### src/design/vector3_alu_core_defines.svh
// Assertion macros shared by the vector ALU core.
`ifndef VECTOR3_ALU_CORE_DEFINES_SVH
`define VECTOR3_ALU_CORE_DEFINES_SVH
`ifndef ASSERT_OFF
// Concurrent check on the rising clock edge, switched off while reset is high.
`define V3A_ASSERT(lbl, clk, rst, prop, msg) \
   lbl: assert property (@(posedge clk) disable iff (rst) prop) else $error(msg);
// Concurrent check on the rising clock edge that also runs during reset.
`define V3A_ASSERT_NR(lbl, clk, prop, msg) \
   lbl: assert property (@(posedge clk) prop) else $error(msg);
`else
`define V3A_ASSERT(lbl, clk, rst, prop, msg)
`define V3A_ASSERT_NR(lbl, clk, prop, msg)
`endif
`endif

### src/design/v3a_pkg.sv
// Types, constants and helper functions of the vector ALU core.
package v3a_pkg;

   // Fixed-point format and datapath widths.
   localparam int FRAC_BITS  = 16;
   localparam int DATA_W     = 32;
   localparam int NUM_LANES  = 3;
   localparam int NUM_PRODS  = 2 * NUM_LANES;
   localparam int PROD_W     = 2 * DATA_W;
   localparam int WIDE_W     = PROD_W + 2;
   localparam int SQ_W       = PROD_W;
   localparam int ROOT_W     = SQ_W / 2;
   localparam int SQ_REM_W   = ROOT_W + 2;
   localparam int SQRT_CELLS = ROOT_W;
   localparam int QUOT_W     = FRAC_BITS + 1;
   localparam int DIV_CELLS  = QUOT_W;
   localparam int DIVD_W     = DATA_W + FRAC_BITS + 1;
   localparam int MIN_NORM_W = 31;

   // Register file layout.
   localparam int PADDR_W    = 3;
   localparam int PDATA_W    = 32;
   localparam logic [PADDR_W-3:0] REG_MIN_NORM = '0;
   localparam logic [MIN_NORM_W-1:0] MIN_NORM_RESET = MIN_NORM_W'(1);

   // Saturation limits.
   localparam logic signed [DATA_W-1:0] Q_MAX = {1'b0, {(DATA_W-1){1'b1}}};
   localparam logic signed [DATA_W-1:0] Q_MIN = {1'b1, {(DATA_W-1){1'b0}}};
   localparam logic signed [WIDE_W-1:0] WIDE_MAX = {{(WIDE_W-DATA_W+1){1'b0}},
                                                    {(DATA_W-1){1'b1}}};
   localparam logic signed [WIDE_W-1:0] WIDE_MIN = {{(WIDE_W-DATA_W+1){1'b1}},
                                                    {(DATA_W-1){1'b0}}};
   localparam logic signed [WIDE_W-1:0] ROUND_HALF = WIDE_W'(1) <<< (FRAC_BITS - 1);

   typedef enum logic [2:0] {
      MODE_NEG,
      MODE_ADD,
      MODE_SUB,
      MODE_SCALE,
      MODE_DOT,
      MODE_CROSS,
      MODE_NORM,
      MODE_UNIT
   } mode_type;

   // Input transaction.
   typedef struct packed {
      mode_type                   mode;
      logic signed [DATA_W-1:0]   u_x;
      logic signed [DATA_W-1:0]   u_y;
      logic signed [DATA_W-1:0]   u_z;
      logic signed [DATA_W-1:0]   v_x;
      logic signed [DATA_W-1:0]   v_y;
      logic signed [DATA_W-1:0]   v_z;
      logic signed [DATA_W-1:0]   scale;
   } req_type;

   // Result transaction.
   typedef struct packed {
      logic signed [DATA_W-1:0]   r_x;
      logic signed [DATA_W-1:0]   r_y;
      logic signed [DATA_W-1:0]   r_z;
      logic signed [DATA_W-1:0]   scalar_out;
      logic                       ok;
   } rsp_type;

   // Context carried alongside the root and divider rows.
   typedef struct packed {
      mode_type                             mode;
      logic [NUM_LANES-1:0][DATA_W-1:0]     r_pre;
      logic [DATA_W-1:0]                    sc_pre;
      logic [NUM_LANES-1:0][DATA_W-1:0]     mag;
      logic [NUM_LANES-1:0]                 neg;
   } ctx_type;

   // One slot of the square-root row.
   typedef struct packed {
      logic                   valid;
      ctx_type                ctx;
      logic [SQ_W-1:0]        s;
      logic [SQ_REM_W-1:0]    rem;
      logic [ROOT_W-1:0]      root;
   } sqrt_type;

   // One slot of the divider row, three lanes side by side.
   typedef struct packed {
      logic                                 valid;
      ctx_type                              ctx;
      logic [ROOT_W-1:0]                    n;
      logic [NUM_LANES-1:0][ROOT_W-1:0]     rem;
      logic [NUM_LANES-1:0][QUOT_W-1:0]     low;
      logic [NUM_LANES-1:0][QUOT_W-1:0]     q;
   } div_type;

   // Sign-extend a component to the wide sum width.
   function automatic logic signed [WIDE_W-1:0] wide_d(input logic signed [DATA_W-1:0] x);
      return {{(WIDE_W-DATA_W){x[DATA_W-1]}}, x};
   endfunction

   // Sign-extend a product to the wide sum width.
   function automatic logic signed [WIDE_W-1:0] wide_p(input logic signed [PROD_W-1:0] x);
      return {{(WIDE_W-PROD_W){x[PROD_W-1]}}, x};
   endfunction

   // Clamp a wide value to the Q range.
   function automatic logic signed [DATA_W-1:0] sat_q(input logic signed [WIDE_W-1:0] x);
      logic signed [DATA_W-1:0] res;
      if (x > WIDE_MAX) begin
         res = Q_MAX;
      end else if (x < WIDE_MIN) begin
         res = Q_MIN;
      end else begin
         res = x[DATA_W-1:0];
      end
      return res;
   endfunction

   // Round half up a sum of products back to Q format, then clamp.
   function automatic logic signed [DATA_W-1:0] round_q(input logic signed [WIDE_W-1:0] x);
      logic signed [WIDE_W-1:0] shifted;
      shifted = (x + ROUND_HALF) >>> FRAC_BITS;
      return sat_q(shifted);
   endfunction

endpackage

### src/design/v3a_sqrt_cell.sv
// One cell of the square-root row: settles one root bit per cycle while the pipeline advances.
module v3a_sqrt_cell (
   input  logic               clock,
   input  logic               reset,
   input  logic               advance,
   input  v3a_pkg::sqrt_type  up_stage,
   output v3a_pkg::sqrt_type  dn_stage
);

   logic [v3a_pkg::SQ_REM_W+1:0]  rem_shift;
   logic [v3a_pkg::SQ_REM_W+1:0]  trial;
   logic [v3a_pkg::SQ_REM_W+1:0]  diff;
   logic                          take;
   logic                          valid_ff;
   v3a_pkg::sqrt_type             stage_in;
   v3a_pkg::sqrt_type             stage_ff;

   // Bring down the next two radicand bits and try the next root bit.
   always_comb begin
      rem_shift = {up_stage.rem, up_stage.s[v3a_pkg::SQ_W-1 -: 2]};
      trial     = {2'b00, up_stage.root, 2'b01};
      diff      = rem_shift - trial;
      take      = (rem_shift >= trial);
      stage_in  = up_stage;
      stage_in.s    = {up_stage.s[v3a_pkg::SQ_W-3:0], 2'b00};
      stage_in.rem  = take ? diff[v3a_pkg::SQ_REM_W-1:0] : rem_shift[v3a_pkg::SQ_REM_W-1:0];
      stage_in.root = {up_stage.root[v3a_pkg::ROOT_W-2:0], take};
   end

   always_ff @(posedge clock) begin
      if (reset) begin
         valid_ff <= 1'b0;
      end else if (advance) begin
         valid_ff <= up_stage.valid;
      end
   end

   always_ff @(posedge clock) begin
      if (advance) begin
         stage_ff <= stage_in;
      end
   end

   always_comb begin
      dn_stage = stage_ff;
      dn_stage.valid = valid_ff;
   end

endmodule

### config.mk
export PLATFORM = sky130hd
export DESIGN_NAME = v3a_sqrt_cell
export DESIGN_NICKNAME = d
export VERILOG_FILES = /design/src/design/vector3_alu_core_defines.svh /design/src/design/v3a_pkg.sv /design/src/design/v3a_sqrt_cell.sv
export SDC_FILE = /design/constraint.sdc
export NUM_CORES = 1
export LEC_CHECK = 0
export BUFFER_PORTS_ARGS = -buffer_cell sky130_fd_sc_hd__buf_2
export CAP_MARGIN = 0
export CORE_AREA = 2 2 285 287
export CTS_CLUSTER_SIZE = 30
export DETAILED_ROUTE_END_ITERATION = 8
export DIE_AREA = 0 0 287 289
export MAX_ROUTING_LAYER = met4
export PLACE_DENSITY_LB_ADDON = 0.2
export SYNTH_ARGS = -nofsm -noshare
export SYNTH_HDL_FRONTEND = slang
export SYNTH_SLANG_ARGS = --single-unit
### constraint.sdc
create_clock -name clock -period 3.1 [get_ports clock]
set_input_delay 0.465 -clock clock [delete_from_list [all_inputs] [get_ports clock]]
set_output_delay 0.465 -clock clock [all_outputs]
set_load 0.1 [all_outputs]
Word level (Yosys, flattened, before mapping)
Cells that the tools add are included.

Bits in registers: 359. Input bits: 364. Output and inout port bits: 361. Word-level logic and storage cells: 16.

$add $sub $neg: 1. Magnitude comparators: 1. Mux-type cells: 1.

Operators by type and width (number): $ge A36 B34 Y1 (1); $mux W34 (1); $sub A34 B34 Y34 (1).

Depth between registers and ports, before layout
Depth in word-level cells: 2. Depth in mapped cells: 13. Mapped depth without buffers: 10.

Worst setup path after synthesis
No wires, ideal clock.

Path kind: in2reg. From: input up_stage[27] (netlist name). To: register stage_ff, in the netlist dn_stage[35], data pin. Library setup time: 0.262 ns. Data arrival time: 2.585 ns. Required time: 2.838 ns. Setup slack: 0.253 ns. Cell stages on the path: 10. Buffers on the path: 1. Cell sequence: inv_1 -> ha_1 -> a21o_1 -> a21o_1 -> a21o_1 -> a311o_1 -> a211oi_1 -> o21a_1 -> buf_4 -> mux2_1.

RTL lines: start: declaration (line v3a_sqrt_cell.sv:6) `input v3a_pkg::sqrt_type up_stage,`; end signal: assignment (line v3a_sqrt_cell.sv:40) `stage_ff <= stage_in;`; end: declaration (line v3a_sqrt_cell.sv:16) `v3a_pkg::sqrt_type stage_ff;`.

==> results.json <==
{
  "seq_area_frac_synth_pct": 81.8,
  "dp_cells": 2548,
  "drv_slew": 0,
  "fin_hold_ws_ps": 65.4,
  "grt_pass1_wl_mm": 75.5,
  "wl_met1_mm": 19.6,
  "firstDrtPassIters": 4,
  "synth_warnings": 0,
  "syn_avg_cell_area_um2": 18.1,
  "start_kind": "primary input",
  "utilization_pct": 25.1,
  "hold_class": "primary input to flip-flop",
  "grt_max_degree": 75,
  "place_congestion": 0.843,
  "io_pins": 725,
  "antenna_found_initial": 40,
  "pwr-share-clk_pct": 33.2,
  "numClockSinks": 359,
  "postCtsSetupBuffers": 0,
  "synth_cells": 728,
  "die_h_um": 289,
  "cts_max_path_buffers": 3,
  "peakVddDrop_v": 0.000375,
  "postRouteAntennaNets": 0,
  "cts_max_level": 2,
  "setup_violations": 0,
  "wl_met2_mm": 29.6,
  "period_minus_slack_ps": 2580,
  "min_path_cells": 1,
  "drt-total-wl_mm": 56.6,
  "stdcell_area_um2": 20000,
  "slew_headroom_pct": 54.4,
  "post-route-period-util_pct": 83.1,
  "r2r_setup_slack_ps": 2510,
  "dp_hpwl_mm": 46.8,
  "grt_overflow_total": 0,
  "drc": 0,
  "clk_pin_slew_worst_paths_ps": 60,
  "layout_commonest_cell": "buf_2",
  "cts_resized": 0,
  "vias": 9618,
  "reg2regPathDepth": 2,
  "floorplan.initialDensity_pct": 16.5,
  "layout-drive-gt1-share_pct": 54.3,
  "critical_path.startpoint": "up_stage[9]",
  "fillCellCount": 8552,
  "max-cap-violations": 0,
  "grt_pass1_vias": 10100,
  "port_buffers": 722,
  "synth_seq_cells": 359,
  "ys_types": 58,
  "wl_met3_mm": 6.09,
  "powerDensity_nw_per_um2": 783,
  "power_frac_comb_pct": 28.9,
  "tightestPinTransition_ps": 683,
  "p_switching_mw": 6.09,
  "cts-root-buf": "clkbuf_16",
  "sequentialPowerShare_pct": 37.9,
  "mostFrequentLayoutCells": "721 x buf_2, 358 x edfxtp_1, 48 x nand2_1",
  "worstPathArrival_ps": 2890,
  "ys_async_sr_fraction_pct": 0,
  "final_nets": 1933,
  "fin_worst_skew_ps": 0,
  "first_iter_violations": 453,
  "clock_latency_ps": 560,
  "rr_startpoint": "valid_ff",
  "switching_share_pct": 38.8,
  "syn_area_um2": 13200,
  "critical_path_class": "primary input to flip-flop",
  "hp-start": "up_stage[206]",
  "max_clock_freq_mhz": 388,
  "design.core.area_um2": 79900,
  "syn_to_final_growth_pct": 52.0,
  "grt_use_total_pct": 13.3,
  "die_w_um": 287,
  "worstPathMaxFanout": 6,
  "maxUsedRoutingLayer": "met4",
  "cts_tree": "done",
  "cp.required_ps": 3420,
  "status": "completed",
  "p_int_mw": 9.59,
  "numCtsBuffers": 45,
  "wire_per_inst_um": 21.3,
  "fin_cells": 2652,
  "via_per_inst": 3.63,
  "rsz0062_at_grt": "no",
  "dieArea_um2": 82900,
  "hold_viol": 0,
  "synth_enable_flop_cells": 358,
  "cts.hold.buffers_added": 0,
  "ys.flop_type": "edfxtp_1",
  "end_kind": "flip-flop",
  "cellLeakagePower_nw": 8.54,
  "place_area_um2": 18500,
  "fp-row-count": 104
}
==> worst paths after layout <==
path	to
max	dn_stage[59]
min	dn_stage[206]
min reg2reg	valid_ff
max reg2reg	valid_ff
==> registers in the layout, summed over array words and instances, names as in the netlist <==
register	flops
dn_stage	358
valid_ff	1
==> final cells by class <==
cell class | instances | area [um2] | area share, %
multi-input cells | 313 | 2170 | 10.8
diodes | 22 | 55.1 | 0.275
clock inverters | 29 | 298 | 1.49
repair buffers | 774 | 4090 | 20.4
well taps | 1060 | 1330 | 6.63
flip-flops and latches | 359 | 10800 | 53.8
inverters | 42 | 158 | 0.788
clock buffers | 53 | 1160 | 5.78
==> metrics by stage <==
| step | setup TNS, ps | power [mW] | worst slack (ps) |
|---|---|---|---|
| 3_5_place_dp | -89.7 | 10.6 | -80.8 |
| 5_1_grt | 0 | 16.3 | 371 |
| 2_1_floorplan | 0 | 9.50 | 253 |
| 4_1_cts | 0 | 16.0 | 529 |
| 6_report | 0 | 15.7 | 524 |
| 3_3_place_gp | -242 | 10.6 | -92.8 |
==> per-layer routing <==
| metal | vias up | GRT usage, % |
|---|---|---|
| met3 | 92 | 5.31 |
| li1 | 4454 | - |
| met4 | 0 | 4.05 |
| met1 | 4662 | 13.7 |
| met2 | 410 | 23.2 |
| met5 | - | - |
==> cells in the mapped netlist (all sizes together) (2+ instances only) <==
| master | count | area, um2 |
|---|---|---|
| nor2b | 2 | 12.5 |
| and3 | 9 | 56.3 |
| nor3 | 8 | 40.0 |
| inv | 42 | 158 |
| nor2 | 15 | 56.3 |
| a311oi | 2 | 52.6 |
| mux2 | 3 | 33.8 |
| a21o | 22 | 166 |
| a21boi | 3 | 26.3 |
| nand2b | 6 | 37.5 |
| a31o | 2 | 17.5 |
| o41ai | 3 | 26.3 |
| xnor2 | 12 | 105 |
| a221oi | 2 | 23.8 |
| ha | 34 | 425 |
| nand4 | 7 | 43.8 |
| nand2 | 48 | 180 |
| clkbuf | 5 | 18.8 |
| o21ai | 44 | 224 |
| buf | 10 | 60.1 |
| nand3 | 4 | 20.0 |
| and2 | 6 | 37.5 |
| a21oi | 26 | 130 |
| o21a | 2 | 16.3 |
| a31oi | 5 | 31.3 |
| xor2 | 16 | 140 |
| edfxtp | 358 | 10800 |
| o31ai | 3 | 22.5 |
| o221ai | 2 | 17.5 |
| o211ai | 3 | 22.5 |
| mux2i | 4 | 40.0 |
| o31a | 2 | 17.5 |
==> power groups by stage <==
stage,combinational (mW),sequential (mW),clock (mW)
floorplan,0.429,9.07,0
global placement,4.57,6.05,0
detailed placement,4.57,6.05,0
CTS,4.57,5.95,5.45
global route,4.69,5.99,5.62
finish,4.53,5.94,5.20
==> cells by family (layout without fill, tap and decap cells) <==
kind of cell / count (synthesis) / count (layout) / synth area share [%]
flip-flops: 359 / 359 / 81.8
XOR/XNOR: 28 / 28 / 1.86
multiplexers: 7 / 7 / 0.561
other: 1 / 24 / 0.0285
AO/OA/AOI/OAI: 129 / 129 / 6.56
AND/OR/NAND/NOR: 113 / 113 / 4.17
buffers and inverters: 57 / 898 / 1.80
adder cells (fa/ha/maj): 34 / 34 / 3.23
==> worst max-delay path: stages <==
cell and delay [ps]:
buf_2 90, inv_1 40, ha_1 390, a21o_1 220, a31o_1 190, a221oi_2 360, o211ai_1 250, o2bb2ai_1 270
mux2i_1 170, o221ai_1 130, mux2_1 300
Note: power is estimated with default switching activity, not from simulation.
