**config.mk**
```make
export PLATFORM = sky130hd
export DESIGN_NAME = v3a_div_cell
export DESIGN_NICKNAME = d
export VERILOG_FILES = /design/src/design/vector3_alu_core_defines.svh /design/src/design/v3a_pkg.sv /design/src/design/v3a_div_cell.sv
export SDC_FILE = /design/constraint.sdc
export NUM_CORES = 1
export LEC_CHECK = 0
export BUFFER_PORTS_ARGS = -buffer_cell sky130_fd_sc_hd__buf_2
export CAP_MARGIN = 5
export CORE_AREA = 4 4 357 359
export CTS_BUF_LIST = sky130_fd_sc_hd__clkbuf_2 sky130_fd_sc_hd__clkbuf_4 sky130_fd_sc_hd__clkbuf_8
export DETAILED_ROUTE_END_ITERATION = 12
export DIE_AREA = 0 0 361 363
export PLACE_DENSITY_LB_ADDON = 0.15
export SYNTH_ARGS = -nofsm -noshare
export SYNTH_HDL_FRONTEND = slang
export SYNTH_SLANG_ARGS = --single-unit
```
**constraint.sdc**
```tcl
create_clock -name clock -period 5 [get_ports clock]
set_input_delay 1 -clock clock [delete_from_list [all_inputs] [get_ports clock]]
set_output_delay 1 -clock clock [all_outputs]
set_load 0.05 [all_outputs]
```
**src/design/vector3_alu_core_defines.svh**
```systemverilog
// Assertion macros shared by the vector ALU core.
`ifndef VECTOR3_ALU_CORE_DEFINES_SVH
`define VECTOR3_ALU_CORE_DEFINES_SVH
`ifndef ASSERT_OFF
// Concurrent check on the rising clock edge, switched off while reset is high.
`define V3A_ASSERT(lbl, clk, rst, prop, msg) \
   lbl: assert property (@(posedge clk) disable iff (rst) prop) else $error(msg);
// Concurrent check on the rising clock edge that also runs during reset.
`define V3A_ASSERT_NR(lbl, clk, prop, msg) \
   lbl: assert property (@(posedge clk) prop) else $error(msg);
`else
`define V3A_ASSERT(lbl, clk, rst, prop, msg)
`define V3A_ASSERT_NR(lbl, clk, prop, msg)
`endif
`endif

```
**src/design/v3a_pkg.sv**
```systemverilog
// Types, constants and helper functions of the vector ALU core.
package v3a_pkg;

   // Fixed-point format and datapath widths.
   localparam int FRAC_BITS  = 16;
   localparam int DATA_W     = 32;
   localparam int NUM_LANES  = 3;
   localparam int NUM_PRODS  = 2 * NUM_LANES;
   localparam int PROD_W     = 2 * DATA_W;
   localparam int WIDE_W     = PROD_W + 2;
   localparam int SQ_W       = PROD_W;
   localparam int ROOT_W     = SQ_W / 2;
   localparam int SQ_REM_W   = ROOT_W + 2;
   localparam int SQRT_CELLS = ROOT_W;
   localparam int QUOT_W     = FRAC_BITS + 1;
   localparam int DIV_CELLS  = QUOT_W;
   localparam int DIVD_W     = DATA_W + FRAC_BITS + 1;
   localparam int MIN_NORM_W = 31;

   // Register file layout.
   localparam int PADDR_W    = 3;
   localparam int PDATA_W    = 32;
   localparam logic [PADDR_W-3:0] REG_MIN_NORM = '0;
   localparam logic [MIN_NORM_W-1:0] MIN_NORM_RESET = MIN_NORM_W'(1);

   // Saturation limits.
   localparam logic signed [DATA_W-1:0] Q_MAX = {1'b0, {(DATA_W-1){1'b1}}};
   localparam logic signed [DATA_W-1:0] Q_MIN = {1'b1, {(DATA_W-1){1'b0}}};
   localparam logic signed [WIDE_W-1:0] WIDE_MAX = {{(WIDE_W-DATA_W+1){1'b0}},
                                                    {(DATA_W-1){1'b1}}};
   localparam logic signed [WIDE_W-1:0] WIDE_MIN = {{(WIDE_W-DATA_W+1){1'b1}},
                                                    {(DATA_W-1){1'b0}}};
   localparam logic signed [WIDE_W-1:0] ROUND_HALF = WIDE_W'(1) <<< (FRAC_BITS - 1);

   typedef enum logic [2:0] {
      MODE_NEG,
      MODE_ADD,
      MODE_SUB,
      MODE_SCALE,
      MODE_DOT,
      MODE_CROSS,
      MODE_NORM,
      MODE_UNIT
   } mode_type;

   // Input transaction.
   typedef struct packed {
      mode_type                   mode;
      logic signed [DATA_W-1:0]   u_x;
      logic signed [DATA_W-1:0]   u_y;
      logic signed [DATA_W-1:0]   u_z;
      logic signed [DATA_W-1:0]   v_x;
      logic signed [DATA_W-1:0]   v_y;
      logic signed [DATA_W-1:0]   v_z;
      logic signed [DATA_W-1:0]   scale;
   } req_type;

   // Result transaction.
   typedef struct packed {
      logic signed [DATA_W-1:0]   r_x;
      logic signed [DATA_W-1:0]   r_y;
      logic signed [DATA_W-1:0]   r_z;
      logic signed [DATA_W-1:0]   scalar_out;
      logic                       ok;
   } rsp_type;

   // Context carried alongside the root and divider rows.
   typedef struct packed {
      mode_type                             mode;
      logic [NUM_LANES-1:0][DATA_W-1:0]     r_pre;
      logic [DATA_W-1:0]                    sc_pre;
      logic [NUM_LANES-1:0][DATA_W-1:0]     mag;
      logic [NUM_LANES-1:0]                 neg;
   } ctx_type;

   // One slot of the square-root row.
   typedef struct packed {
      logic                   valid;
      ctx_type                ctx;
      logic [SQ_W-1:0]        s;
      logic [SQ_REM_W-1:0]    rem;
      logic [ROOT_W-1:0]      root;
   } sqrt_type;

   // One slot of the divider row, three lanes side by side.
   typedef struct packed {
      logic                                 valid;
      ctx_type                              ctx;
      logic [ROOT_W-1:0]                    n;
      logic [NUM_LANES-1:0][ROOT_W-1:0]     rem;
      logic [NUM_LANES-1:0][QUOT_W-1:0]     low;
      logic [NUM_LANES-1:0][QUOT_W-1:0]     q;
   } div_type;

   // Sign-extend a component to the wide sum width.
   function automatic logic signed [WIDE_W-1:0] wide_d(input logic signed [DATA_W-1:0] x);
      return {{(WIDE_W-DATA_W){x[DATA_W-1]}}, x};
   endfunction

   // Sign-extend a product to the wide sum width.
   function automatic logic signed [WIDE_W-1:0] wide_p(input logic signed [PROD_W-1:0] x);
      return {{(WIDE_W-PROD_W){x[PROD_W-1]}}, x};
   endfunction

   // Clamp a wide value to the Q range.
   function automatic logic signed [DATA_W-1:0] sat_q(input logic signed [WIDE_W-1:0] x);
      logic signed [DATA_W-1:0] res;
      if (x > WIDE_MAX) begin
         res = Q_MAX;
      end else if (x < WIDE_MIN) begin
         res = Q_MIN;
      end else begin
         res = x[DATA_W-1:0];
      end
      return res;
   endfunction

   // Round half up a sum of products back to Q format, then clamp.
   function automatic logic signed [DATA_W-1:0] round_q(input logic signed [WIDE_W-1:0] x);
      logic signed [WIDE_W-1:0] shifted;
      shifted = (x + ROUND_HALF) >>> FRAC_BITS;
      return sat_q(shifted);
   endfunction

endpackage

```
**src/design/v3a_div_cell.sv**
```systemverilog
// One cell of the divider row: one quotient bit per cycle in each of three lanes while the pipeline advances.
module v3a_div_cell (
   input  logic              clock,
   input  logic              reset,
   input  logic              advance,
   input  v3a_pkg::div_type  up_stage,
   output v3a_pkg::div_type  dn_stage
);

   logic [v3a_pkg::ROOT_W:0]  rem_shift [v3a_pkg::NUM_LANES];
   logic [v3a_pkg::ROOT_W:0]  diff [v3a_pkg::NUM_LANES];
   logic                      take [v3a_pkg::NUM_LANES];
   logic                      valid_ff;
   v3a_pkg::div_type          stage_in;
   v3a_pkg::div_type          stage_ff;

   // Restoring step: shift in the next dividend bit and subtract the norm
   // where it fits.
   always_comb begin
      stage_in = up_stage;
      for (int i = 0; i < v3a_pkg::NUM_LANES; i++) begin
         rem_shift[i] = {up_stage.rem[i], up_stage.low[i][v3a_pkg::QUOT_W-1]};
         diff[i]      = rem_shift[i] - {1'b0, up_stage.n};
         take[i]      = (rem_shift[i] >= {1'b0, up_stage.n});
         stage_in.rem[i] = take[i] ? diff[i][v3a_pkg::ROOT_W-1:0]
                                   : rem_shift[i][v3a_pkg::ROOT_W-1:0];
         stage_in.low[i] = {up_stage.low[i][v3a_pkg::QUOT_W-2:0], 1'b0};
         stage_in.q[i]   = {up_stage.q[i][v3a_pkg::QUOT_W-2:0], take[i]};
      end
   end

   always_ff @(posedge clock) begin
      if (reset) begin
         valid_ff <= 1'b0;
      end else if (advance) begin
         valid_ff <= up_stage.valid;
      end
   end

   always_ff @(posedge clock) begin
      if (advance) begin
         stage_ff <= stage_in;
      end
   end

   always_comb begin
      dn_stage = stage_ff;
      dn_stage.valid = valid_ff;
   end

endmodule

```
# ---- Word-level counts from Yosys, hierarchy flattened
# Index checks and enable logic that the tools add are counted.
dict set report word_totals {
  regBits 458
}
dict set report classes {
  n_addsub 3
  order_cmp 3
  n_mux 3
}
# op count
set ops {}
lappend ops {{$ge 33x32->1} 3}
lappend ops {{$mux 32} 3}
lappend ops {{$sub 32x32->32} 3}

# ---- Longest topological paths before layout
# Gate-level depths: netlist of the first run.
dict set report logic_depth {
  depth_word 2
  ltp_mapped 13
  ltp_nobuf 11
}

# ---- Worst setup path before layout of the first run
# Ideal clock, no wire load.
dict set report synth_timing {
  kind {input to register}
  startpoint {input up_stage[201] in the netlist's numbering}
  endpoint {register stage_ff (netlist bit dn_stage[176]) (data pin)}
  setup_time_ns 0.260
  arrival_time_ns 3.196
  required_ns 4.740
  setup_slack_ns 1.544
  cell_stages 11
  path_buffers 1
  cell_sequence {inv_1 ha_1 and3_1 o21a_1 o31a_1 o31a_1 a21bo_1 o41ai_2 inv_2 buf_6 mux2_4}
}
# item line
set synth_rtl {}
lappend synth_rtl {{from (decl)} v3a_div_cell.sv:6} ;# input v3a_pkg::div_type up_stage,
lappend synth_rtl {{to (signal assigned)} v3a_div_cell.sv:42} ;# stage_ff <= stage_in;
lappend synth_rtl {{to (decl)} v3a_div_cell.sv:15} ;# v3a_pkg::div_type stage_ff;

==> report_table.html, run 1 <==
<table>
<tr><th>Metric</th><th>Value</th></tr>
<tr><th colspan="2">Finish</th></tr>
<tr><td>Finished Core Util</td><td>23.5%</td></tr>
<tr><td>Area used by multi-input combinational logic</td><td>between 6000 and 7000 um2</td></tr>
<tr><td># fillers</td><td>13,400</td></tr>
<tr><td>Share of layout cells above drive strength 1</td><td>43.3%</td></tr>
<tr><td>Post-route standard cell area excluding fillers</td><td>approximately 29,000 um2</td></tr>
<tr><td>Number of nets in the final layout</td><td>3,067</td></tr>
<tr><td>Register area</td><td>13,700 um2</td></tr>
<tr><td>Area delta synth-&gt;final</td><td>41.6%</td></tr>
<tr><th colspan="2">Power</th></tr>
<tr><td>Sw Share</td><td>36.3%</td></tr>
<tr><td>Part of the total power dissipated in combinational logic</td><td>26.9%</td></tr>
<tr><td>Clock network fraction of design power</td><td>33.2%</td></tr>
<tr><td>Power Density</td><td>~410 nW/um2</td></tr>
<tr><td>Net load switching power</td><td>4.36 mW</td></tr>
<tr><td>Sequential group share of total power</td><td>39.9%</td></tr>
<tr><td>Internal power of the cells</td><td>7.64 mW</td></tr>
<tr><td>Peak supply drop</td><td>about 180 uV</td></tr>
<tr><td>Leakage</td><td>12.3 nW</td></tr>
<tr><th colspan="2">Floorplanning</th></tr>
<tr><td>Die W</td><td>around 360 um</td></tr>
<tr><td>Starting density of the core</td><td>16.6%</td></tr>
<tr><td>Die footprint</td><td>131,000 um2</td></tr>
<tr><td>Core area</td><td>124,000 um2</td></tr>
<tr><td>Vertical die dimension</td><td>about 360 um</td></tr>
<tr><td>Standard-cell row count</td><td>129</td></tr>
<tr><td>Num ports</td><td>925</td></tr>
<tr><th colspan="2">Clocking</th></tr>
<tr><td>Number of buffers created by CTS</td><td>93</td></tr>
<tr><td>Maximum clock insertion buffer count</td><td>3</td></tr>
<tr><td>CTS tree</td><td>built</td></tr>
<tr><td>Number of clock sinks</td><td>458</td></tr>
<tr><td>Clock root cell</td><td>sky130_fd_sc_hd__clkbuf_8</td></tr>
<tr><td>Clock transition at path regs</td><td>0.06 ns</td></tr>
<tr><td>CTS resizes</td><td>0</td></tr>
<tr><td>Number of buffers inserted by hold repair at cts</td><td>0</td></tr>
<tr><td>Count of buffers added by post-CTS timing repair for setup</td><td>0</td></tr>
<tr><td>H-tree lvl count</td><td>3</td></tr>
<tr><td>Clock latency on the worst-skew pair</td><td>0.74 ns</td></tr>
<tr><th colspan="2">STA</th></tr>
<tr><td>Transition time at the pin with the least slew margin</td><td>0.819 ns</td></tr>
<tr><td>Setup repair after global routing missed its margin</td><td>false</td></tr>
<tr><td>Worst hold-check slack</td><td>0.394 ns</td></tr>
<tr><td>Setup tns final</td><td>0 ns</td></tr>
<tr><td>Final Setup Violations</td><td>0</td></tr>
<tr><td>Top achievable clock speed</td><td>around 270 MHz</td></tr>
<tr><td>Min Clock Period, post-route</td><td>about 3.8 ns</td></tr>
<tr><td>Final Cycle Share</td><td>75.0%</td></tr>
<tr><td>Final hold violation count</td><td>0</td></tr>
<tr><td>Worst slew margin relative to its limit</td><td>45.4%</td></tr>
<tr><td>Final Skew</td><td>0 ns</td></tr>
<tr><td>Max-slew violation count</td><td>0</td></tr>
<tr><th colspan="2">Route</th></tr>
<tr><td>Detail Route Antenna Nets</td><td>0</td></tr>
<tr><td>Post-detailed-route wirelength per cell</td><td>27.9 um</td></tr>
<tr><td>Drt drc</td><td>0</td></tr>
<tr><td>DRT Pass-1 Iters</td><td>5</td></tr>
<tr><td>Vias post-DR</td><td>approximately 17,000</td></tr>
<tr><td>Final wirelength</td><td>around 120,000 um</td></tr>
<tr><td>Iteration-0 DRC count of the detailed router</td><td>1,032</td></tr>
<tr><td>Vias per cell</td><td>4.08</td></tr>
<tr><th colspan="2">Synth</th></tr>
<tr><td>Unique cell type count in the Yosys netlist</td><td>between 70 and 80</td></tr>
<tr><td>#FFs+latches synth</td><td>458</td></tr>
<tr><td>Flip-flop cell with the highest count after synthesis</td><td>sky130_fd_sc_hd__edfxtp_1</td></tr>
<tr><td>Number of enable flip-flop cells after synthesis</td><td>457</td></tr>
<tr><td>Proportion of register bits with asynchronous set or reset after synthesis</td><td>0%</td></tr>
<tr><td>YS warnings</td><td>0</td></tr>
<tr><td>Number of cells produced by synthesis</td><td>1,522</td></tr>
<tr><td>Post-Syn Area</td><td>between 20,000 and 25,000 um2</td></tr>
<tr><td>Part of the Yosys area used for sequential elements</td><td>roughly 67%</td></tr>
<tr><td>Average cell area after synthesis</td><td>13.5 um2</td></tr>
<tr><th colspan="2">GRT</th></tr>
<tr><td>Total overflow reported by the global router</td><td>0</td></tr>
<tr><td>Number of antenna violations at the first check in global routing</td><td>135</td></tr>
<tr><td>Number of global-route vias before repair</td><td>roughly 18,000</td></tr>
<tr><td>Largest net degree at the start of global routing</td><td>117</td></tr>
<tr><td>Combined global-route utilization of all metal layers</td><td>between 10% and 20%</td></tr>
<tr><td>Global-route wire length before repair</td><td>156,000 um</td></tr>
<tr><th colspan="2">Status</th></tr>
<tr><td>Status</td><td>completed</td></tr>
<tr><th colspan="2">Setup path</th></tr>
<tr><td>Crit path arrival time</td><td>4.26 ns</td></tr>
<tr><td>Maximum net fanout on the critical path</td><td>39</td></tr>
<tr><td>Setup Crit Path Kind</td><td>in -&gt; reg</td></tr>
<tr><td>Endpoint class of the critical path</td><td>flip-flop</td></tr>
<tr><td>Critical Path Start Type</td><td>primary input</td></tr>
<tr><td>Data required, critical path</td><td>5.51 ns</td></tr>
<tr><th colspan="2">Worst hold path</th></tr>
<tr><td>Hold WC Path Type</td><td>in -&gt; reg</td></tr>
<tr><th colspan="2">Placed design</th></tr>
<tr><td>Final Wtd Congestion</td><td>between 0.8 and 0.9</td></tr>
<tr><td>I/O Buffers</td><td>918</td></tr>
<tr><td>Total cell area at the placement stage</td><td>27,200 um2</td></tr>
<tr><td>Estimated wirelength of the detail-placed design</td><td>101,000 um</td></tr>
<tr><th colspan="2">Run</th></tr>
<tr><td>Max-cap violation count</td><td>0</td></tr>
</table>
[placed cells by master (no fill, tap or decap), types with 39 or more instances in the layout]
cell and count:
sky130_fd_sc_hd__a21o_1 44, sky130_fd_sc_hd__a21oi_1 126, sky130_fd_sc_hd__buf_2 917, sky130_fd_sc_hd__clkbuf_8 94, sky130_fd_sc_hd__edfxtp_1 457, sky130_fd_sc_hd__ha_1 96, sky130_fd_sc_hd__inv_1 66, sky130_fd_sc_hd__nand2_1 106
sky130_fd_sc_hd__nor2_1 109, sky130_fd_sc_hd__o21ai_0 97, sky130_fd_sc_hd__xnor2_1 39
[flip-flops by register name, summed over array words and instances (netlist names)]
name      count
dn_stage    457
valid_ff      1
[cells in the mapped netlist, types with 12 or more instances]
cell type | instances | area (um2)
sky130_fd_sc_hd__a21o_1 | 44 | 330
sky130_fd_sc_hd__a21oi_1 | 126 | 631
sky130_fd_sc_hd__a31oi_1 | 17 | 106
sky130_fd_sc_hd__buf_2 | 15 | 75.1
sky130_fd_sc_hd__clkbuf_1 | 30 | 113
sky130_fd_sc_hd__edfxtp_1 | 457 | 13700
sky130_fd_sc_hd__ha_1 | 96 | 1200
sky130_fd_sc_hd__inv_1 | 66 | 248
sky130_fd_sc_hd__nand2_1 | 106 | 398
sky130_fd_sc_hd__nand2b_1 | 12 | 75.1
sky130_fd_sc_hd__nand3_1 | 22 | 110
sky130_fd_sc_hd__nand4_1 | 23 | 144
sky130_fd_sc_hd__nor2_1 | 109 | 409
sky130_fd_sc_hd__nor2b_1 | 13 | 81.3
sky130_fd_sc_hd__nor3_1 | 20 | 100
sky130_fd_sc_hd__o21a_1 | 17 | 128
sky130_fd_sc_hd__o21ai_0 | 97 | 485
sky130_fd_sc_hd__o21bai_1 | 13 | 97.6
sky130_fd_sc_hd__xnor2_1 | 39 | 342
sky130_fd_sc_hd__xor2_1 | 31 | 272
[power groups by stage]
stage	logic, mW	clock network [mW]	registers [mW]
after floorplan	0.787	0	6.15
after global placement	3.26	0	4.87
after detailed placement	3.25	0	4.87
after CTS	3.27	4.22	4.80
after global routing	3.43	4.37	4.82
final	3.22	3.98	4.79
[worst paths after layout]
path / slack [ns] / startpoint / end / cells past startpoint
hold / removal: 0.39 / up_stage[447] / dn_stage[447] / 1
setup / recovery: 1.25 / up_stage[200] / dn_stage[189] / 11
setup reg to reg: 4.41 / valid_ff / valid_ff / 2
hold reg to reg: 0.52 / valid_ff / valid_ff / 2
[cell families after synthesis]
logic type                 synth area share, %
adders and majority gates                 6.14
other                                   0.0183
AOI/OAI and AO/OA                         12.5
and+or+nand+nor                           7.89
xor gates and xnor gates                  2.98
muxes                                    0.999
DFF                                       66.9
buffers and inverters                     2.54
[through the flow]
step	power (mW)	worst slack [ns]	std cells
after global placement	8.13	0.528	4046
after CTS	12.3	1.39	4212
after global routing	12.6	1.18	4216
after detailed placement	8.12	0.489	4046
final	12.0	1.25	4237
after floorplan	6.94	1.54	1524
[routing by layer]
metal,track usage [%],wire length [um],vias to the layer above
li1,-,-,7784
met1,19.8,45100,8273
met2,30.2,57300,893
met3,7.15,12100,312
met4,4.73,3750,18
met5,0,112,-
[critical path, cell delays in order]
cell and delay [ns]:
sky130_fd_sc_hd__buf_2 0.10, sky130_fd_sc_hd__inv_1 0.36, sky130_fd_sc_hd__ha_1 0.36, sky130_fd_sc_hd__and3_1 0.26, sky130_fd_sc_hd__o21a_1 0.18, sky130_fd_sc_hd__o31a_1 0.32
sky130_fd_sc_hd__o31a_1 0.32, sky130_fd_sc_hd__a21bo_1 0.22, sky130_fd_sc_hd__o41ai_2 0.29, sky130_fd_sc_hd__inv_2 0.41, sky130_fd_sc_hd__mux2_4 0.41
[area by class of cell]
class	instances	area share [%]
Multi-Input combinational cell	944	21.6
Clock inverter	44	1.16
Clock buffer	122	5.17
Antenna cell	25	0.215
Tap cell	1637	7.04
Timing Repair Buffer	940	16.7
Inverter	67	0.865
Sequential cell	458	47.3
No activity file was read; power rests on OpenSTA's default activity.
==> run 2: changes to the inputs <==
--- a/config.mk
+++ b/config.mk
@@ -5,12 +5,13 @@
 export SDC_FILE = /design/constraint.sdc
 export NUM_CORES = 1
 export LEC_CHECK = 0
+export ABC_AREA = 1
 export BUFFER_PORTS_ARGS = -buffer_cell sky130_fd_sc_hd__buf_2
 export CAP_MARGIN = 5
-export CORE_AREA = 4 4 357 359
+export CORE_AREA = 4 4 356 358
 export CTS_BUF_LIST = sky130_fd_sc_hd__clkbuf_2 sky130_fd_sc_hd__clkbuf_4 sky130_fd_sc_hd__clkbuf_8
 export DETAILED_ROUTE_END_ITERATION = 12
-export DIE_AREA = 0 0 361 363
+export DIE_AREA = 0 0 360 362
 export PLACE_DENSITY_LB_ADDON = 0.15
 export SYNTH_ARGS = -nofsm -noshare
 export SYNTH_HDL_FRONTEND = slang
==> constraint.sdc (replaced) <==
create_clock -name clock -period 3.2 [get_ports clock]
set_input_delay 0.64 -clock clock [delete_from_list [all_inputs] [get_ports clock]]
set_output_delay 0.64 -clock clock [all_outputs]
set_load 0.05 [all_outputs]
==> run 2 against run 1 <==
  * Count of clock-buffer cells in the layout decreased by 3
  * Largest cell class unchanged
  * Synthesized cell count is 56% higher
  * Critical endpoint is now dn_stage[114]
  * Utilization is 5.6 points higher
  * Clock power rose by 45%
  * Final area up 23%
  * Sequential share of layout area is 8.9 points lower
  * Clock skew stayed put
  * Area after synthesis increased by 12%
==> report_table.html, run 2 <==
<table>
<tr><th>Metric</th><th>Value</th></tr>
<tr><th colspan="2">Status</th></tr>
<tr><td>Status</td><td>completed</td></tr>
<tr><th colspan="2">Floorplanning</th></tr>
<tr><td>Num ports</td><td>925 (unchanged)</td></tr>
<tr><td>Die W</td><td>360 um (-0.28%)</td></tr>
<tr><td>Die footprint</td><td>130,000 um2 (-0.55%)</td></tr>
<tr><td>Starting density of the core</td><td>18.7% (+2.1 points)</td></tr>
<tr><td>Vertical die dimension</td><td>362 um (-0.28%)</td></tr>
<tr><td>Standard-cell row count</td><td>129 (unchanged)</td></tr>
<tr><td>Core area</td><td>123,000 um2 (-0.39%)</td></tr>
<tr><th colspan="2">Route</th></tr>
<tr><td>Iteration-0 DRC count of the detailed router</td><td>1,159 (+12%)</td></tr>
<tr><td>Wire length on met1</td><td>54,000 um (+20%)</td></tr>
<tr><td>Drt drc</td><td>0 (unchanged)</td></tr>
<tr><td>Sum of met3 wire segment lengths after detailed routing</td><td>11,000 um (-9.1%)</td></tr>
<tr><td>DRT Pass-1 Iters</td><td>5 (unchanged)</td></tr>
<tr><td>Post-detailed-route wirelength per cell</td><td>23.9 um (-14%)</td></tr>
<tr><td>Vias per cell</td><td>3.94 (-3.4%)</td></tr>
<tr><td>Final wirelength</td><td>132,000 um (+12%)</td></tr>
<tr><td>Vias post-DR</td><td>21,800 (+26%)</td></tr>
<tr><td>Top sig layer</td><td>met5</td></tr>
<tr><td>Met2 WL</td><td>63,800 um (+11%)</td></tr>
<tr><td>Detail Route Antenna Nets</td><td>0 (unchanged)</td></tr>
<tr><th colspan="2">Clocking</th></tr>
<tr><td>Clock transition at path regs</td><td>0.06 ns (about the same)</td></tr>
<tr><td>Number of buffers inserted by hold repair at cts</td><td>338 (+338)</td></tr>
<tr><td>Count of buffers added by post-CTS timing repair for setup</td><td>0 (unchanged)</td></tr>
<tr><td>Maximum clock insertion buffer count</td><td>3 (unchanged)</td></tr>
<tr><td>Clock latency on the worst-skew pair</td><td>0.75 ns (about the same)</td></tr>
<tr><td>Number of clock sinks</td><td>458 (unchanged)</td></tr>
<tr><td>CTS resizes</td><td>0 (unchanged)</td></tr>
<tr><td>H-tree lvl count</td><td>3 (unchanged)</td></tr>
<tr><td>Clock root cell</td><td>sky130_fd_sc_hd__clkbuf_8</td></tr>
<tr><td>Number of buffers created by CTS</td><td>89 (-4.3%)</td></tr>
<tr><td>CTS tree</td><td>built</td></tr>
<tr><th colspan="2">Finish</th></tr>
<tr><td>Flip-flop count of the largest register, all copies and words added</td><td>457 (unchanged)</td></tr>
<tr><td>Share of layout cells above drive strength 1</td><td>32.4% (-11 points)</td></tr>
<tr><td>Most common library cell in the layout ignoring fill and taps</td><td>sky130_fd_sc_hd__buf_2</td></tr>
<tr><td>Finished Core Util</td><td>29.1% (+5.6 points)</td></tr>
<tr><td>Post-route standard cell area excluding fillers</td><td>35,800 um2 (+23%)</td></tr>
<tr><td># fillers</td><td>13,500 (+0.38%)</td></tr>
<tr><td>Top library cells by usage in the layout, fill and taps aside</td><td>sky130_fd_sc_hd__buf_2, sky130_fd_sc_hd__nand2_1, sky130_fd_sc_hd__edfxtp_1</td></tr>
<tr><td>Number of nets in the final layout</td><td>4,375 (+43%)</td></tr>
<tr><td>Non-filler instance count after layout</td><td>5,533 (+31%)</td></tr>
<tr><td>Area delta synth-&gt;final</td><td>55.8%</td></tr>
<tr><th colspan="2">STA</th></tr>
<tr><td>Worst slew margin relative to its limit</td><td>58.0% (+13 points)</td></tr>
<tr><td>Setup repair after global routing missed its margin</td><td>false</td></tr>
<tr><td>Worst hold-check slack</td><td>0.119 ns (-0.275 ns)</td></tr>
<tr><td>Final Cycle Share</td><td>89.1%</td></tr>
<tr><td>Final hold violation count</td><td>0 (unchanged)</td></tr>
<tr><td>Max-slew violation count</td><td>0 (unchanged)</td></tr>
<tr><td>Worst setup margin</td><td>0.348 ns (-0.902 ns)</td></tr>
<tr><td>Setup tns final</td><td>0 ns (unchanged)</td></tr>
<tr><td>Final Skew</td><td>0 ns (unchanged)</td></tr>
<tr><td>Min Clock Period, post-route</td><td>roughly 2.9 ns</td></tr>
<tr><td>Final Setup Violations</td><td>0 (unchanged)</td></tr>
<tr><td>Top achievable clock speed</td><td>about 350 MHz</td></tr>
<tr><td>Transition time at the pin with the least slew margin</td><td>0.630 ns (-0.188 ns)</td></tr>
<tr><th colspan="2">Run</th></tr>
<tr><td>Max-cap violation count</td><td>0 (unchanged)</td></tr>
<tr><th colspan="2">Synth</th></tr>
<tr><td>YS warnings</td><td>0 (unchanged)</td></tr>
<tr><td>Flip-flop cell with the highest count after synthesis</td><td>sky130_fd_sc_hd__edfxtp_1</td></tr>
<tr><td>Proportion of register bits with asynchronous set or reset after synthesis</td><td>0% (unchanged)</td></tr>
<tr><td>Top cell type by total area after synthesis</td><td>sky130_fd_sc_hd__edfxtp_1</td></tr>
<tr><td>Unique cell type count in the Yosys netlist</td><td>35 (-54%)</td></tr>
<tr><td>Number of enable flip-flop cells after synthesis</td><td>457 (unchanged)</td></tr>
<tr><td>Post-Syn Area</td><td>23,000 um2 (+12%)</td></tr>
<tr><td>Biggest area contributors in the synthesized netlist</td><td>sky130_fd_sc_hd__edfxtp_1, sky130_fd_sc_hd__nand2_1, sky130_fd_sc_hd__inv_1</td></tr>
<tr><td>Leading cell type by number of instances after synthesis</td><td>sky130_fd_sc_hd__nand2_1</td></tr>
<tr><td>Part of the Yosys area used for sequential elements</td><td>59.7% (-7.2 points)</td></tr>
<tr><td>#FFs+latches synth</td><td>458 (unchanged)</td></tr>
<tr><td>Average cell area after synthesis</td><td>9.72 um2 (-28%)</td></tr>
<tr><td>Yosys top cell area share</td><td>59.6% (-7.2 points)</td></tr>
<tr><td>Number of cells produced by synthesis</td><td>2,368 (+56%)</td></tr>
<tr><td>List of most frequent post-synthesis cells</td><td>sky130_fd_sc_hd__nand2_1, sky130_fd_sc_hd__edfxtp_1, sky130_fd_sc_hd__inv_1</td></tr>
<tr><th colspan="2">Setup path</th></tr>
<tr><td>Critical-path cell with the highest stage delay</td><td>sky130_fd_sc_hd__dlygate4sd3_1</td></tr>
<tr><td>Setup Crit Path Kind</td><td>in -&gt; reg</td></tr>
<tr><td>Data required, critical path</td><td>3.66 ns (-1.85 ns)</td></tr>
<tr><td>Worst Reg2Reg Path Length in Cells</td><td>2 (unchanged)</td></tr>
<tr><td>Maximum net fanout on the critical path</td><td>30 (-23%)</td></tr>
<tr><td>Slowest cell delay on critical path</td><td>0.53 ns (+0.12 ns)</td></tr>
<tr><td>Critical Path Start Type</td><td>primary input</td></tr>
<tr><td>Cell type with the highest occurrence count on the critical path</td><td>sky130_fd_sc_hd__nand2_1</td></tr>
<tr><td>Worst-path cell chain</td><td>dlygate4sd3_1 &gt; buf_2 &gt; inv_1 &gt; ha_1 &gt; nand2_1 &gt; nor2_2 &gt; nand2_1 &gt; inv_2 &gt; nand3_1 &gt; nor3_2 &gt; nor2_4 &gt; buf_12 &gt; nand3_1 &gt; nand2_1</td></tr>
<tr><td>Crit path arrival time</td><td>3.31 ns (-0.95 ns)</td></tr>
<tr><td>Endpoint class of the critical path</td><td>flip-flop</td></tr>
<tr><th colspan="2">GRT</th></tr>
<tr><td>Largest net degree at the start of global routing</td><td>55 (-53%)</td></tr>
<tr><td>Global-route wire length before repair</td><td>177,000 um (+13%)</td></tr>
<tr><td>Number of global-route vias before repair</td><td>22,100 (+25%)</td></tr>
<tr><td>Number of antenna violations at the first check in global routing</td><td>101 (-25%)</td></tr>
<tr><td>Combined global-route utilization of all metal layers</td><td>19.6% (+2.2 points)</td></tr>
<tr><td>Total overflow reported by the global router</td><td>0 (unchanged)</td></tr>
<tr><th colspan="2">Placed design</th></tr>
<tr><td>Total cell area at the placement stage</td><td>30,700 um2 (+13%)</td></tr>
<tr><td>I/O Buffers</td><td>918 (unchanged)</td></tr>
<tr><td>Final Wtd Congestion</td><td>0.903 (+3.4%)</td></tr>
<tr><td>Cell count after placement</td><td>5,020 (+24%)</td></tr>
<tr><td>Pre-CTS setup slack</td><td>0.103 ns (-0.386 ns)</td></tr>
<tr><td>Estimated wirelength of the detail-placed design</td><td>114,000 um (+13%)</td></tr>
<tr><th colspan="2">Worst hold path</th></tr>
<tr><td>Worst Hold Path Cells</td><td>1 (unchanged)</td></tr>
<tr><td>Hold WC Path Type</td><td>in -&gt; reg</td></tr>
<tr><th colspan="2">Power</th></tr>
<tr><td>Tot Pwr</td><td>19.0 mW (+58%)</td></tr>
<tr><td>Leakage</td><td>17.4 nW (+42%)</td></tr>
<tr><td>Peak supply drop</td><td>314 uV (+77%)</td></tr>
<tr><td>Power Density</td><td>530 nW/um2 (+28%)</td></tr>
</table>
run 2: logic make-up (layout without fill, tap and decap cells):
group           after synthesis  count (layout)  share of synthesized area, %
flops                       458             458                          59.7
compound gates               70              70                          1.58
fa+ha+maj                    99              99                          5.48
simple gates               1266            1266                          24.0
other cells                   1              24                        0.0163
xor+xnor                     42              42                          1.60
mux                           1               1                        0.0435
buf+inv                     431            1936                          7.58
run 2: power by group:
group,internal [mW],switching (mW)
registers,7.28,0.176
clock network,3.03,2.73
logic,1.60,4.18
run 2: layout make-up:
cell class | instances | area, um2 | area share (%)
tap | 1637 | 2050 | 5.71
clock inverter | 35 | 218 | 0.607
clock buffer | 119 | 1450 | 4.05
antenna | 21 | 52.6 | 0.147
sequential | 458 | 13700 | 38.3
inverter | 399 | 1500 | 4.18
timing repair buffer | 1383 | 9300 | 26.0
multi-input combinational | 1481 | 7530 | 21.0
run 2: routing by layer:
layer / global-route usage, % / vias up
met5: 0 / -
met4: 4.42 / 20
met3: 6.74 / 255
met2: 34.0 / 828
met1: 23.4 / 10100
li1: - / 10600
run 2: final timing paths:
kind | startpoint | to | slack, ns
worst max-delay path | up_stage[221] | dn_stage[114] | 0.35
worst min-delay path | up_stage[220] | dn_stage[220] | 0.12
worst min register to register | valid_ff | valid_ff | 0.52
worst max register to register | valid_ff | valid_ff | 2.61
run 2: critical path, delay by kind of cell:
kind,cells,cell delay [ns]
and+or+nand+nor,8,1.08
buffers and inverters,5,1.11
adders and majority gates,1,0.45
==> run 3: changes to the inputs <==
==> constraint.sdc (replaced) <==
create_clock -name clock -period 2.53 [get_ports clock]
set_input_delay 0.506 -clock clock [delete_from_list [all_inputs] [get_ports clock]]
set_output_delay 0.506 -clock clock [all_outputs]
set_load 0.02 [all_outputs]
==> run 3 against run 2 <==
  * Worst setup slack got worse by 0.31 ns
  * Global-route usage increased by 0.53 points
  * Final area increased by 9.9%
  * Utilization increased by 2.9 points
  * Combinational power increased by 12%
  * Count of clock-buffer cells in the layout unchanged
  * Routed wire length increased by 2.6%
  * Worst hold slack improved by 0.013 ns
==> report_table.html, run 3 (same netlist as run 2, synthesis figures left out) <==
<table>
<tr><th>Metric</th><th>Value</th></tr>
<tr><th colspan="2">Status</th></tr>
<tr><td>Status</td><td>completed</td></tr>
<tr><th colspan="2">STA</th></tr>
<tr><td>Final hold violation count</td><td>0 (unchanged)</td></tr>
<tr><td>Final Skew</td><td>0 ns (unchanged)</td></tr>
<tr><td>Final Setup Violations</td><td>0 (unchanged)</td></tr>
<tr><td>Min Clock Period, post-route</td><td>2.49 ns</td></tr>
<tr><td>Top achievable clock speed</td><td>401 MHz</td></tr>
<tr><td>Final Cycle Share</td><td>98.5%</td></tr>
<tr><td>Transition time at the pin with the least slew margin</td><td>0.555 ns (-0.0751 ns)</td></tr>
<tr><td>Setup repair after global routing missed its margin</td><td>false</td></tr>
<tr><td>Max-slew violation count</td><td>0 (unchanged)</td></tr>
<tr><td>Setup tns final</td><td>0 ns (unchanged)</td></tr>
<tr><td>Worst hold-check slack</td><td>0.131 ns (+0.0127 ns)</td></tr>
<tr><td>Worst slew margin relative to its limit</td><td>63.0% (+5.0 points)</td></tr>
<tr><td>Worst setup margin</td><td>0.0381 ns (-0.310 ns)</td></tr>
<tr><th colspan="2">Power</th></tr>
<tr><td>Tot Pwr</td><td>24.1 mW (+27%)</td></tr>
<tr><td>Power Density</td><td>611 nW/um2 (+15%)</td></tr>
<tr><td>Peak supply drop</td><td>353 uV (+12%)</td></tr>
<tr><td>Leakage</td><td>19.2 nW (+10%)</td></tr>
<tr><th colspan="2">Placed design</th></tr>
<tr><td>I/O Buffers</td><td>918 (unchanged)</td></tr>
<tr><td>Total cell area at the placement stage</td><td>32,800 um2 (+6.8%)</td></tr>
<tr><td>Final Wtd Congestion</td><td>0.894 (-1.0%)</td></tr>
<tr><td>Cell count after placement</td><td>5,282 (+5.2%)</td></tr>
<tr><td>Pre-CTS setup slack</td><td>-0.423 ns (-0.526 ns)</td></tr>
<tr><td>Estimated wirelength of the detail-placed design</td><td>116,000 um (+2.0%)</td></tr>
<tr><th colspan="2">Clocking</th></tr>
<tr><td>Clock root cell</td><td>sky130_fd_sc_hd__clkbuf_8</td></tr>
<tr><td>Clock transition at path regs</td><td>0.05 ns (about the same)</td></tr>
<tr><td>Number of buffers created by CTS</td><td>92 (+3.4%)</td></tr>
<tr><td>Maximum clock insertion buffer count</td><td>3 (unchanged)</td></tr>
<tr><td>Clock latency on the worst-skew pair</td><td>0.74 ns (about the same)</td></tr>
<tr><td>Number of clock sinks</td><td>458 (unchanged)</td></tr>
<tr><td>CTS tree</td><td>built</td></tr>
<tr><td>H-tree lvl count</td><td>3 (unchanged)</td></tr>
<tr><th colspan="2">Route</th></tr>
<tr><td>Vias per cell</td><td>3.91 (-0.66%)</td></tr>
<tr><td>DRT Pass-1 Iters</td><td>5 (unchanged)</td></tr>
<tr><td>Post-detailed-route wirelength per cell</td><td>23.0 um (-3.9%)</td></tr>
<tr><td>Vias post-DR</td><td>23,100 (+6.1%)</td></tr>
<tr><td>Iteration-0 DRC count of the detailed router</td><td>1,308 (+13%)</td></tr>
<tr><td>Final wirelength</td><td>136,000 um (+2.6%)</td></tr>
<tr><td>Detail Route Antenna Nets</td><td>0 (unchanged)</td></tr>
<tr><td>Drt drc</td><td>0 (unchanged)</td></tr>
<tr><th colspan="2">Setup path</th></tr>
<tr><td>Worst-path cell chain</td><td>dlygate4sd3_1 &gt; buf_2 &gt; inv_1 &gt; buf_12 &gt; ha_1 &gt; nand2_1 &gt; nor2_1 &gt; nand2_1 &gt; nor2_2 &gt; nand2_1 &gt; nand3_2 &gt; nor2_4 &gt; buf_12 &gt; buf_4 &gt; nand3_1 &gt; nand2_1</td></tr>
<tr><td>Data required, critical path</td><td>3.02 ns (-0.64 ns)</td></tr>
<tr><td>Worst r2r src</td><td>valid_ff</td></tr>
<tr><td>Maximum net fanout on the critical path</td><td>14 (-53%)</td></tr>
<tr><td>Setup Crit Path Kind</td><td>in -&gt; reg</td></tr>
<tr><td>Critical-path cell with the highest stage delay</td><td>sky130_fd_sc_hd__dlygate4sd3_1</td></tr>
<tr><td>Endpoint class of the critical path</td><td>flip-flop</td></tr>
<tr><td>Cell type with the highest occurrence count on the critical path</td><td>sky130_fd_sc_hd__nand2_1</td></tr>
<tr><td>Slack of the worst reg-to-reg path</td><td>1.40 ns (-1.21 ns)</td></tr>
<tr><td>Critical Path Start Type</td><td>primary input</td></tr>
<tr><td>Slowest cell delay on critical path</td><td>0.53 ns (about the same)</td></tr>
<tr><td>Reg-to-reg endpoint</td><td>valid_ff</td></tr>
<tr><td>Worst Reg2Reg Path Length in Cells</td><td>3 (+1)</td></tr>
<tr><td>Crit path arrival time</td><td>2.98 ns (-0.33 ns)</td></tr>
<tr><th colspan="2">Worst hold path</th></tr>
<tr><td>Worst Hold Path Cells</td><td>3 (+2)</td></tr>
<tr><td>Beginning of the worst hold path</td><td>up_stage[103]</td></tr>
<tr><td>Hold endpoint</td><td>dn_stage[104]</td></tr>
<tr><td>Hold WC Path Type</td><td>in -&gt; reg</td></tr>
<tr><th colspan="2">Floorplanning</th></tr>
<tr><td>Starting density of the core</td><td>18.7% (unchanged)</td></tr>
<tr><td>Die W</td><td>360 um (unchanged)</td></tr>
<tr><td>Core area</td><td>123,000 um2 (unchanged)</td></tr>
<tr><td>Die footprint</td><td>130,000 um2 (unchanged)</td></tr>
<tr><td>Num ports</td><td>925 (unchanged)</td></tr>
<tr><td>Standard-cell row count</td><td>129 (unchanged)</td></tr>
<tr><td>Vertical die dimension</td><td>362 um (unchanged)</td></tr>
<tr><th colspan="2">Run</th></tr>
<tr><td>Max-cap violation count</td><td>0 (unchanged)</td></tr>
<tr><th colspan="2">Finish</th></tr>
<tr><td>Area delta synth-&gt;final</td><td>71.3%</td></tr>
<tr><td>Share of layout cells above drive strength 1</td><td>37.2% (+4.8 points)</td></tr>
<tr><td>Number of nets in the final layout</td><td>4,721 (+7.9%)</td></tr>
<tr><td>Area used by multi-input combinational logic</td><td>7870 um2 (+4.5%)</td></tr>
<tr><td># fillers</td><td>13,300 (-1.2%)</td></tr>
<tr><td>Most common library cell in the layout ignoring fill and taps</td><td>sky130_fd_sc_hd__buf_2</td></tr>
<tr><td>Flip-flop count of the largest register, all copies and words added</td><td>457 (unchanged)</td></tr>
<tr><td>Post-route standard cell area excluding fillers</td><td>39,400 um2 (+9.9%)</td></tr>
<tr><td>Top library cells by usage in the layout, fill and taps aside</td><td>sky130_fd_sc_hd__buf_2, sky130_fd_sc_hd__nand2_1, sky130_fd_sc_hd__edfxtp_1</td></tr>
<tr><td>Register area</td><td>13,700 um2 (unchanged)</td></tr>
<tr><td>Finished Core Util</td><td>32.0% (+2.9 points)</td></tr>
<tr><td>Non-filler instance count after layout</td><td>5,909 (+6.8%)</td></tr>
<tr><th colspan="2">GRT</th></tr>
<tr><td>Number of antenna violations at the first check in global routing</td><td>85 (-16%)</td></tr>
<tr><td>Total overflow reported by the global router</td><td>0 (unchanged)</td></tr>
<tr><td>Number of global-route vias before repair</td><td>23,900 (+8.4%)</td></tr>
<tr><td>Largest net degree at the start of global routing</td><td>77 (+40%)</td></tr>
<tr><td>Global-route wire length before repair</td><td>184,000 um (+4.2%)</td></tr>
<tr><td>Combined global-route utilization of all metal layers</td><td>20.1% (+0.53 points)</td></tr>
</table>
==> run 3: cell types whose count changed in the layout (fill, tap and decap cells not counted), moves of 6 or more <==
| cell | change |
|---|---|
| sky130_fd_sc_hd__buf_4 | +249 |
| sky130_fd_sc_hd__dlygate4sd3_1 | +77 |
| sky130_fd_sc_hd__ha_1 | -18 |
| sky130_fd_sc_hd__diode_2 | +17 |
| sky130_fd_sc_hd__ha_4 | +16 |
| sky130_fd_sc_hd__buf_12 | +13 |
| sky130_fd_sc_hd__clkinv_1 | +10 |
| sky130_fd_sc_hd__nand2_1 | -10 |
| sky130_fd_sc_hd__nor2_1 | -10 |
| sky130_fd_sc_hd__nand2_2 | +9 |
| sky130_fd_sc_hd__bufinv_16 | +6 |
| sky130_fd_sc_hd__nor2_2 | +6 |
==> run 3: timing repair <==
| action | CTS | global route |
|---|---|---|
| hold buffers | 415 | 0 |
| setup buffers | 0 | 3 |
| hold endpoints to repair | 414 | 0 |
| gates resized for setup | 0 | 61 |
| endpoints found under the setup margin | 0 | 82 |
==> run 3: worst max path at each step <==
stage          cells past startpoint            end           from
3_5_place_dp                      13  dn_stage[115]  up_stage[214]
6_report                          16  dn_stage[169]  up_stage[219]
3_3_place_gp                      13  dn_stage[115]  up_stage[214]
5_1_grt                           18  dn_stage[133]  up_stage[200]
2_1_floorplan                     14  dn_stage[188]  up_stage[202]
4_1_cts                           15  dn_stage[115]  up_stage[219]
==> run 3: final cells by class <==
type                    count  share of cell area (%)
inverters                 399                    3.81
clock inverters            51                    1.09
well taps                1637                    5.20
flip-flops and latches    458                    34.9
multi-input cells        1482                    20.0
repair buffers           1725                    31.1
diodes                     38                   0.241
clock buffers             119                    3.76
==> run 3: per-layer routing <==
metal / GRT usage, % / vias to the layer above / routed length, um
li1: - / 11300 / -
met1: 24.2 / 10800 / 55900
met2: 35.2 / 771 / 66100
met3: 6.09 / 220 / 10400
met4: 4.82 / 10 / 3280
met5: 0 / - / 64
==> run 3: report_power, final <==
part / internal (mW) / switching, mW / total, mW
Combinational: 2.61 / 3.88 / 6.49
Sequential: 9.21 / 0.243 / 9.46
Clock: 4.55 / 3.58 / 8.13
Total: 16.4 / 7.70 / 24.1
==> run 3: worst max-delay path, delay by kind of cell <==
| kind | cells | cell delay (ns) |
|---|---|---|
| and+or+nand+nor | 9 | 0.96 |
| adders and majority gates | 1 | 0.32 |
| buffers and inverters | 6 | 1.18 |
